===== src/hdl/otcs_pkg.sv =====
`timescale 1ns / 1ps
// ----------------------------------------------------------------------------
// otcs_pkg
// Shared widths, codes, defaults and configuration types of the temperature
// channel sequencer.
// ----------------------------------------------------------------------------
package otcs_pkg;

  localparam int CH_W       = 2;
  localparam int SAMPLE_W   = 10;
  localparam int SUM_W      = 16;
  localparam int TEMP_W     = 18;
  localparam int MASK_W     = 2;
  localparam int CFG_IDX_W  = 8;
  localparam int CFG_DATA_W = 18;

  localparam int OVERSAMPLE_DEF   = 16;
  localparam int BUSY_RETRIES_DEF = 10;
  localparam int NUM_CHANNELS_DEF = 3;

  // q8 degrees per count: 1000 mdeg scale over a 1024 step, times 256
  localparam int MDEG_PER_DEG = 1000;
  localparam int ADC_FULL     = 1024;
  localparam int Q8_ONE       = 256;
  localparam int TC_SCALE     = MDEG_PER_DEG * Q8_ONE / ADC_FULL;

  localparam logic [MASK_W-1:0] MASK_RESET     = '0;
  localparam logic [TEMP_W-1:0] MAX_TEMP_RESET = 18'd66560;
  localparam logic [SUM_W-1:0]  TC_OPEN_RESET  = 16'hFFFF;
  localparam logic [SUM_W-1:0]  TH_OPEN_RESET  = 16'hFFFF;

  localparam logic [CFG_IDX_W-1:0] CFG_SENSOR_MASK = 8'd0;
  localparam logic [CFG_IDX_W-1:0] CFG_MAX_TEMP    = 8'd1;
  localparam logic [CFG_IDX_W-1:0] CFG_TC_OPEN     = 8'd2;
  localparam logic [CFG_IDX_W-1:0] CFG_TH_OPEN     = 8'd3;

  typedef enum logic [1:0] {
    KIND_ACCUM = 2'd0,
    KIND_READY = 2'd1,
    KIND_BUSY  = 2'd2
  } kind_t;

  typedef enum logic [1:0] {
    ST_OK        = 2'd0,
    ST_BAD_READ  = 2'd1,
    ST_UNPLUGGED = 2'd2,
    ST_BUSY      = 2'd3
  } status_t;

  typedef struct packed {
    logic [MASK_W-1:0] sensor_type_mask;
    logic [TEMP_W-1:0] max_temp_q8;
    logic [SUM_W-1:0]  tc_open_limit;
    logic [SUM_W-1:0]  thermistor_open_limit;
  } cfg_t;

endpackage


===== src/hdl/otcs_convert.sv =====
`timescale 1ns / 1ps
// ----------------------------------------------------------------------------
// otcs_convert
// Turns a finished oversampled sum into a q8 temperature and a sensor status.
// ----------------------------------------------------------------------------
module otcs_convert #(
  parameter int OVERSAMPLE = otcs_pkg::OVERSAMPLE_DEF
) (
  input  logic [otcs_pkg::SUM_W-1:0]  sum,
  input  logic                        is_tc,
  input  otcs_pkg::cfg_t              cfg,
  output logic [otcs_pkg::TEMP_W-1:0] temp,
  output otcs_pkg::status_t           status
);

  // floor(sum * TC_SCALE / OVERSAMPLE) via a rounded-up reciprocal, exact below 2^24
  localparam int    RECIP_SHIFT = 30;
  localparam longint RECIP      = ((64'd1 << RECIP_SHIFT) + OVERSAMPLE - 1) / OVERSAMPLE;
  localparam longint TC_MULT    = RECIP * otcs_pkg::TC_SCALE;
  localparam int    MULT_W      = $clog2(TC_MULT + 1);
  localparam int    PROD_W      = otcs_pkg::SUM_W + MULT_W;
  localparam int    QUOT_W      = PROD_W - RECIP_SHIFT;

  localparam logic [MULT_W-1:0] TC_MULT_C = MULT_W'(TC_MULT);

  logic [PROD_W-1:0] product;
  logic [QUOT_W-1:0] quot;

  assign product = PROD_W'(sum) * PROD_W'(TC_MULT_C);
  assign quot    = product[PROD_W-1:RECIP_SHIFT];

  always_comb begin
    temp   = '0;
    status = otcs_pkg::ST_OK;
    if (is_tc) begin
      if (sum >= cfg.tc_open_limit) begin
        temp   = cfg.max_temp_q8;
        status = otcs_pkg::ST_UNPLUGGED;
      end else begin
        temp = quot[otcs_pkg::TEMP_W-1:0];
        // scaled >= max*N is the same test as floor(scaled/N) >= max
        if (quot >= QUOT_W'(cfg.max_temp_q8)) begin
          status = otcs_pkg::ST_BAD_READ;
        end
      end
    end else if (sum >= cfg.thermistor_open_limit) begin
      temp   = cfg.max_temp_q8;
      status = otcs_pkg::ST_UNPLUGGED;
    end
  end

endmodule


===== src/hdl/oversampled_temp_channel_sequencer_core.sv =====
`timescale 1ns / 1ps
// ----------------------------------------------------------------------------
// oversampled_temp_channel_sequencer_core
// Round-robin oversampling sequencer for temperature converter channels.
// ----------------------------------------------------------------------------
// Each poll transaction carries a converter-done flag and a sample and gives
// exactly one result transaction. A poll is taken in every cycle in which the
// result register is empty or being emptied, so the block sustains one poll
// per clock unless out_ready stalls it; the result is registered. The per-poll
// path is the sum update, one constant multiply for the thermocouple scaling
// and the limit compares, all ahead of the result register. Configuration
// writes are always ready and apply from the next poll on.
module oversampled_temp_channel_sequencer_core #(
  parameter int OVERSAMPLE   = otcs_pkg::OVERSAMPLE_DEF,
  parameter int BUSY_RETRIES = otcs_pkg::BUSY_RETRIES_DEF,
  parameter int NUM_CHANNELS = otcs_pkg::NUM_CHANNELS_DEF
) (
  input  logic                            clk,
  input  logic                            rst,
  input  logic                            cfg_valid,
  output logic                            cfg_ready,
  input  logic [otcs_pkg::CFG_IDX_W-1:0]  cfg_index,
  input  logic [otcs_pkg::CFG_DATA_W-1:0] cfg_data,
  input  logic                            in_valid,
  output logic                            in_ready,
  input  logic                            adc_done,
  input  logic [otcs_pkg::SAMPLE_W-1:0]   adc_sample,
  output logic                            out_valid,
  input  logic                            out_ready,
  output logic [1:0]                      result_kind,
  output logic [otcs_pkg::CH_W-1:0]       done_channel,
  output logic [otcs_pkg::TEMP_W-1:0]     temperature_q8,
  output logic [otcs_pkg::SUM_W-1:0]      reading_sum,
  output logic                            is_thermocouple,
  output logic [1:0]                      sensor_status,
  output logic [otcs_pkg::CH_W-1:0]       start_channel
);

  localparam int CNT_W  = $clog2(OVERSAMPLE + 1);
  localparam int BUSY_W = $clog2(BUSY_RETRIES + 1);

  localparam logic [otcs_pkg::CH_W-1:0] CH_BED   = otcs_pkg::CH_W'(NUM_CHANNELS - 1);
  localparam logic [otcs_pkg::CH_W-1:0] CH_FIRST = otcs_pkg::CH_W'(NUM_CHANNELS - 2);
  localparam logic [CNT_W-1:0]          CNT_END  = CNT_W'(OVERSAMPLE);
  localparam logic [BUSY_W-1:0]         BUSY_END = BUSY_W'(BUSY_RETRIES);

  otcs_pkg::cfg_t cfg;

  logic [otcs_pkg::CH_W-1:0]  channel,       channel_next;
  logic [otcs_pkg::CH_W-1:0]  last_channel,  last_channel_next;
  logic [CNT_W-1:0]           sample_count,  sample_count_next;
  logic [otcs_pkg::SUM_W-1:0] running_sum,   running_sum_next;
  logic [BUSY_W-1:0]          busy_attempts, busy_attempts_next;
  otcs_pkg::status_t          status_reg,    status_reg_next;

  logic [otcs_pkg::SUM_W-1:0]  sum_acc;
  logic [CNT_W-1:0]            cnt_inc;
  logic [BUSY_W-1:0]           busy_inc;
  logic [otcs_pkg::CH_W-1:0]   chan_adv;
  logic                        chan_tc;
  logic [otcs_pkg::TEMP_W-1:0] conv_temp;
  otcs_pkg::status_t           conv_status;

  otcs_pkg::kind_t             kind;
  logic [otcs_pkg::TEMP_W-1:0] temp_res;
  logic [otcs_pkg::SUM_W-1:0]  sum_res;
  logic                        tc_res;

  logic in_acc;

  assign cfg_ready = 1'b1;
  assign in_ready  = !out_valid || out_ready;
  assign in_acc    = in_valid && in_ready;

  // configuration registers
  always_ff @(posedge clk) begin
    if (rst) begin
      cfg.sensor_type_mask      <= otcs_pkg::MASK_RESET;
      cfg.max_temp_q8           <= otcs_pkg::MAX_TEMP_RESET;
      cfg.tc_open_limit         <= otcs_pkg::TC_OPEN_RESET;
      cfg.thermistor_open_limit <= otcs_pkg::TH_OPEN_RESET;
    end else if (cfg_valid) begin
      case (cfg_index)
        otcs_pkg::CFG_SENSOR_MASK: begin
          cfg.sensor_type_mask <= cfg_data[otcs_pkg::MASK_W-1:0];
        end
        otcs_pkg::CFG_MAX_TEMP: begin
          cfg.max_temp_q8 <= cfg_data[otcs_pkg::TEMP_W-1:0];
        end
        otcs_pkg::CFG_TC_OPEN: begin
          cfg.tc_open_limit <= cfg_data[otcs_pkg::SUM_W-1:0];
        end
        otcs_pkg::CFG_TH_OPEN: begin
          cfg.thermistor_open_limit <= cfg_data[otcs_pkg::SUM_W-1:0];
        end
        default: begin
        end
      endcase
    end
  end

  assign sum_acc  = running_sum + otcs_pkg::SUM_W'(adc_sample);
  assign cnt_inc  = sample_count + CNT_W'(1);
  assign busy_inc = busy_attempts + BUSY_W'(1);
  assign chan_adv = (channel == CH_BED) ? '0 : channel + otcs_pkg::CH_W'(1);
  assign chan_tc  = (channel < otcs_pkg::CH_W'(2)) && (channel != CH_BED) &&
                    cfg.sensor_type_mask[channel[0]];

  otcs_convert #(
    .OVERSAMPLE(OVERSAMPLE)
  ) u_convert (
    .sum    (sum_acc),
    .is_tc  (chan_tc),
    .cfg    (cfg),
    .temp   (conv_temp),
    .status (conv_status)
  );

  always_comb begin
    channel_next       = channel;
    last_channel_next  = last_channel;
    sample_count_next  = sample_count;
    running_sum_next   = running_sum;
    busy_attempts_next = busy_attempts;
    status_reg_next    = status_reg;
    kind               = otcs_pkg::KIND_ACCUM;
    temp_res           = '0;
    sum_res            = '0;
    tc_res             = 1'b0;
    if (!adc_done) begin
      kind               = otcs_pkg::KIND_BUSY;
      status_reg_next    = otcs_pkg::ST_BUSY;
      busy_attempts_next = busy_inc;
      if (busy_inc == BUSY_END) begin
        // skip the channel after too many busy polls
        last_channel_next  = channel;
        running_sum_next   = '0;
        sample_count_next  = '0;
        channel_next       = chan_adv;
        busy_attempts_next = '0;
      end
    end else begin
      busy_attempts_next = '0;
      running_sum_next   = sum_acc;
      sample_count_next  = cnt_inc;
      if (cnt_inc == CNT_END) begin
        kind              = otcs_pkg::KIND_READY;
        sum_res           = sum_acc;
        tc_res            = chan_tc;
        temp_res          = conv_temp;
        status_reg_next   = conv_status;
        last_channel_next = channel;
        running_sum_next  = '0;
        sample_count_next = '0;
        channel_next      = chan_adv;
      end
    end
  end

  // channel state
  always_ff @(posedge clk) begin
    if (rst) begin
      channel       <= CH_BED;
      last_channel  <= CH_FIRST;
      sample_count  <= '0;
      running_sum   <= '0;
      busy_attempts <= '0;
      status_reg    <= otcs_pkg::ST_OK;
    end else if (in_acc) begin
      channel       <= channel_next;
      last_channel  <= last_channel_next;
      sample_count  <= sample_count_next;
      running_sum   <= running_sum_next;
      busy_attempts <= busy_attempts_next;
      status_reg    <= status_reg_next;
    end
  end

  // result register
  always_ff @(posedge clk) begin
    if (rst) begin
      out_valid <= 1'b0;
    end else if (in_acc) begin
      out_valid <= 1'b1;
    end else if (out_ready) begin
      out_valid <= 1'b0;
    end
  end

  always_ff @(posedge clk) begin
    if (in_acc) begin
      result_kind     <= kind;
      done_channel    <= last_channel_next;
      temperature_q8  <= temp_res;
      reading_sum     <= sum_res;
      is_thermocouple <= tc_res;
      sensor_status   <= status_reg_next;
      start_channel   <= channel_next;
    end
  end

`ifndef SYNTHESIS
  a_busy_poll_result: assert property (@(posedge clk) disable iff (rst)
    in_acc && !adc_done |=> out_valid && result_kind == otcs_pkg::KIND_BUSY &&
      sensor_status == otcs_pkg::ST_BUSY)
    else $error("busy poll did not give a busy result");

  a_idle_fields_clear: assert property (@(posedge clk) disable iff (rst)
    out_valid && result_kind != otcs_pkg::KIND_READY |->
      reading_sum == '0 && !is_thermocouple && temperature_q8 == '0)
    else $error("non-ready result carries reading data");

  a_tc_not_bed: assert property (@(posedge clk) disable iff (rst)
    out_valid && is_thermocouple |-> done_channel != CH_BED)
    else $error("bed channel reported as thermocouple");

  a_count_bound: assert property (@(posedge clk) disable iff (rst)
    sample_count < CNT_END && busy_attempts < BUSY_END)
    else $error("sample or busy count out of range");

  a_ready_advances: assert property (@(posedge clk) disable iff (rst)
    in_acc && kind == otcs_pkg::KIND_READY |=> sample_count == '0 && running_sum == '0)
    else $error("finished channel left accumulator state behind");
`endif

endmodule


===== config.mk =====
export PLATFORM = sky130hd
export DESIGN_NAME = oversampled_temp_channel_sequencer_core
export DESIGN_NICKNAME = d
export VERILOG_FILES = /design/src/hdl/otcs_pkg.sv /design/src/hdl/otcs_convert.sv /design/src/hdl/oversampled_temp_channel_sequencer_core.sv
export SDC_FILE = /design/constraint.sdc
export NUM_CORES = 1
export LEC_CHECK = 0
export BUFFER_PORTS_ARGS = -buffer_cell sky130_fd_sc_hd__buf_2
export CELL_PAD_IN_SITES_DETAIL_PLACEMENT = 1
export CELL_PAD_IN_SITES_GLOBAL_PLACEMENT = 2
export CORE_MARGIN = 1.5
export CORE_UTILIZATION = 25
export DETAILED_ROUTE_END_ITERATION = 12
export PLACE_DENSITY_LB_ADDON = 0.25
export SETUP_SLACK_MARGIN = 0.3
export SLEW_MARGIN = 30
export SYNTH_ARGS = -nofsm -noshare
export SYNTH_HDL_FRONTEND = slang
export SYNTH_SLANG_ARGS = --single-unit

===== constraint.sdc =====
create_clock -name clk -period 13.9 [get_ports clk]
set_clock_uncertainty 0.2 [all_clocks]
set_input_delay 0.695 -clock clk [delete_from_list [all_inputs] [get_ports clk]]
set_output_delay 0.695 -clock clk [all_outputs]
set_load 0.01 [all_outputs]

==> impl_results.md <==
- Number of design rule violations left after detail routing: 0
- Largest net degree at the start of global routing: 85
- Maximum resistive drop on vdd: 0.000150 V
- Post-Synth XOR/XNOR Area: 0.0397
- Yosys cell types: 75
- Worst setup SP type: input port
- Setup Viol. Count Final: 0
- Horizontal die dimension: ~200 um
- Port bufs: 86
- Antenna violations before repair: 1
- RSZ-0062 raised after global routing: false
- IO Pins: 88
- Full die area: 0.0387 mm2
- R2R Path End: sensor_status[0]
- Fraction of final layout cells with drive strength greater than 1: 0.131
- Final clock period utilization by the worst path: 0.652
- Number of resized instances in the post-cts repair step: 0
- Netlist area before placement: ~0.0094 mm2
- Final routed wirelength across all metal layers: between 20 and 30 mm
- Synthesized-area fraction occupied by and/or/nand/nor cells: 0.143
- Sequential share of power: 0.151
- Hold_sp: last_channel[1]
- GRT Total Usage: 0.152
- Final net count: 1283
- Slew HR: 0.375
- Endpoint of the worst hold-timing path: last_channel[1]
- Wirelength per Cell: ~18 um
- Final-report max-slew violation count: 0
- Worst reg-to-reg path cell count: 29
- Setup total negative slack: 0 ps
- Mux contribution to synthesized area: 0.0293
- Area leader, netlist: dfxtp_1
- Top flop regs: cfg x52, temperature_q8 x18
- Hpwl dp: ~21 mm
- Transition time at the pin with the least slew margin: 935 ps
- Sequential area share after synthesis: 0.317
- Core Box Area: between 0.03 and 0.04 mm2
- Synthesized netlist cell count: 1009
- Status: completed
- Site Rows: 70
- Clk_lat worst skew: between 400 and 500 ps
- Flip-flop count of the largest register after layout: 52
- Total Power Consumption: 2.63 mW
- Maximum frequency from static timing analysis: 0.110 GHz
- Mean area per synthesized cell: 9.30 um2
- Yosys warnings: 0
- Design internal power: 1.40 mW
- Area share of fa/ha/maj cells after synthesis: 0.243
- Number of setup buffers added after CTS: 0
- Cell repeated most along the worst path: fa_1
- Max incr delay on CP: 810 ps
- TritonCTS Buffers: 17
- Die Span Y: 197 um
- CP bufs+invs: 3
- Power dissipated by switching net loads: 1.23 mW
- Yosys top cell area share: 0.179
- First-pass GRT wire length: between 40 and 50 mm
- Cell with the largest stage delay on the worst path: o41ai_1
- Required time at the worst-slack endpoint: 13870 ps
- Ranking of synthesized cells by area: dfxtp_1, edfxtp_1, ha_1
- Minimum clock period after layout: roughly 9100 ps
- Largest family of logic cells by synthesized area: adder cells
- Antenna diode instance count: 0
- Post-synth EDFFs: 43
- Clock-pin slew reported for the worst setup and hold paths after clock tree synthesis: around 60 ps
- Initial core utilization: 0.255
- Data arrival time of the worst path: roughly 9000 ps
- Via density per instance: between 4 and 5
- Layout overhead on the synthesized area: 16.0%
- Register-to-register setup slack: around 4900 ps
- Clock tree from TritonCTS: yes
- Clock Tree Root: clkbuf_16
- Final GP Congestion: between 0.7 and 0.8
- Buffer levels on the longest clock path: 2
- Grt ovf: 0
- Highest net fanout along the worst path: 7
- Hold bufs inserted after CTS: 0
- Post-route antenna net violation count: 0
- Level count of the clock H-tree: 4
- Register bank with the most flops: cfg
- Compound-cell area share of the yosys netlist: 0.152
- 1st-iter DRT viols: roughly 330
- Top_reg_cell synth: dfxtp_1
- Hold Crit Depth: 2
- Combinational group share of total power: 0.687
- Top delay family on crit path: compound AO/OA/AOI/OAI gates
- Total power divided by cell area: between 200 and 250 mW/mm2
- Launch point of the worst reg-to-reg path: running_sum[0]
- Number of sinks handled by clock tree synthesis: between 100 and 150
- Nature of the critical path endpoint: flop
- WS Path Type: in -> reg
- Synthesis-stage register bit count: around 130
- Path category of the worst min-delay check: reg -> reg
- DR pass1 iterations: 4
- Post-synth net total: approximately 1200
- Number of hold violations in the final report: 0
- Leakage power: about 5.1 nW
- Total via count in the routed design: between 7000 and 8000
- Number of max-cap violations: 0
- Switching power as a share of total power: 0.468
- Clock network fraction of total power: 0.162
- Async set-or-reset flop fraction in the synthesized netlist: 0
- Vias in the first global route: 7699
layout make-up:
class	count	area (um2)
well taps	468	586
inverters	146	548
repair buffers	96	509
fillers	4267	25900
clock inverters	10	91.3
multi-input cells	703	5730
clock buffers	22	444
flip-flops and latches	127	2970
cell families (layout without fill, tap and decap cells):
logic type               after synthesis  in the layout
other                                  1              1
XOR/XNOR                              41             41
flip-flops                           127            127
adder cells (fa/ha/maj)              154            154
buffers and inverters                179            274
multiplexers                          27             27
AND/OR/NAND/NOR                      283            283
AO/OA/AOI/OAI                        197            197
metal layers:
layer	up-vias	track usage	share of wire
li1	3624	-	-
met1	3611	0.211	0.51
met2	91	0.240	0.45
met3	20	0.0318	0.035
met4	2	0.0401	0.012
met5	-	0	0.00043
worst register-to-register path: cells and delay by family (launching register included):
kind                       cells  cell delay [ps]
adders and majority gates      7             2770
AOI/OAI and AO/OA             15             3790
DFF                            1              310
buffers and inverters          2              410
xor gates and xnor gates       3             1060
and+or+nand+nor                2              210
cell usage after synthesis (3+ instances only):
master and count:
edfxtp_1 43, nor4_1 3, nand2_1 78, and3_1 9, inv_1 141, a21o_1 15, fa_1 48, xor2_1 10
o21a_1 6, nand3_1 20, clkbuf_1 26, nor2b_1 13, mux2_2 4, xnor2_1 30, nor2_1 98, a32o_1 18
a21oi_1 42, o31ai_1 4, nor3_1 11, dfxtp_1 84, nand2b_1 9, nand4_1 4, a22oi_1 14, mux2i_1 23
o21ai_0 37, and2_1 5, maj3_1 4, a211o_1 19, nand3b_1 21, o21bai_1 4, a211oi_1 9, ha_1 102
clkinv_1 3
power groups by stage:
stage                     Clock, mW  Combinational [mW]  Sequential [mW]
final                         0.426                1.81            0.398
after global routing          0.454                2.08            0.399
after detailed placement          0                1.83            0.406
after CTS                     0.439                1.84            0.398
after floorplan                   0                1.33            0.409
after global placement            0                1.82            0.406
stage by stage:
| stage | worst slack, ps | utilization | cell area (um2) | hold WS [ps] | instances |
|---|---|---|---|---|---|
| after floorplan | 5660 | - | 9380 | 232 | 1009 |
| after global placement | 4530 | 0.281 | 10300 | 241 | 1540 |
| after detailed placement | 4290 | 0.281 | 10300 | 251 | 1540 |
| after CTS | 4770 | 0.296 | 10900 | 260 | 1572 |
| after global routing | 4150 | 0.296 | 10900 | 284 | 1572 |
| final | 4830 | 0.296 | 10900 | 254 | 1572 |
layout by cell type (no fill, tap or decap), types with 17 or more instances in the layout:
cell       synthesis  final
a211o_1           19     19
a21oi_1           42     42
a32o_1            18     18
buf_2              1     86
clkbuf_16          0     17
dfxtp_1           84     84
edfxtp_1          43     43
fa_1              48     48
ha_1             102    102
inv_1            141    140
mux2i_1           23     23
nand2_1           78     78
nand3_1           20     19
nand3b_1          21     21
nor2_1            98     97
o21ai_0           37     37
xnor2_1           30     29
how the worst max path moves through the flow:
stage	from	end	slack [ps]	cells past startpoint
global placement	adc_sample[0]	sensor_status[0]	4530	30
CTS	adc_sample[0]	sensor_status[0]	4770	30
detailed placement	adc_sample[0]	sensor_status[0]	4290	30
floorplan	adc_sample[0]	sensor_status[0]	5660	31
finish	adc_sample[0]	sensor_status[0]	4830	30
global route	adc_sample[0]	sensor_status[0]	4150	33
Note: power is estimated with default switching activity, not from simulation.
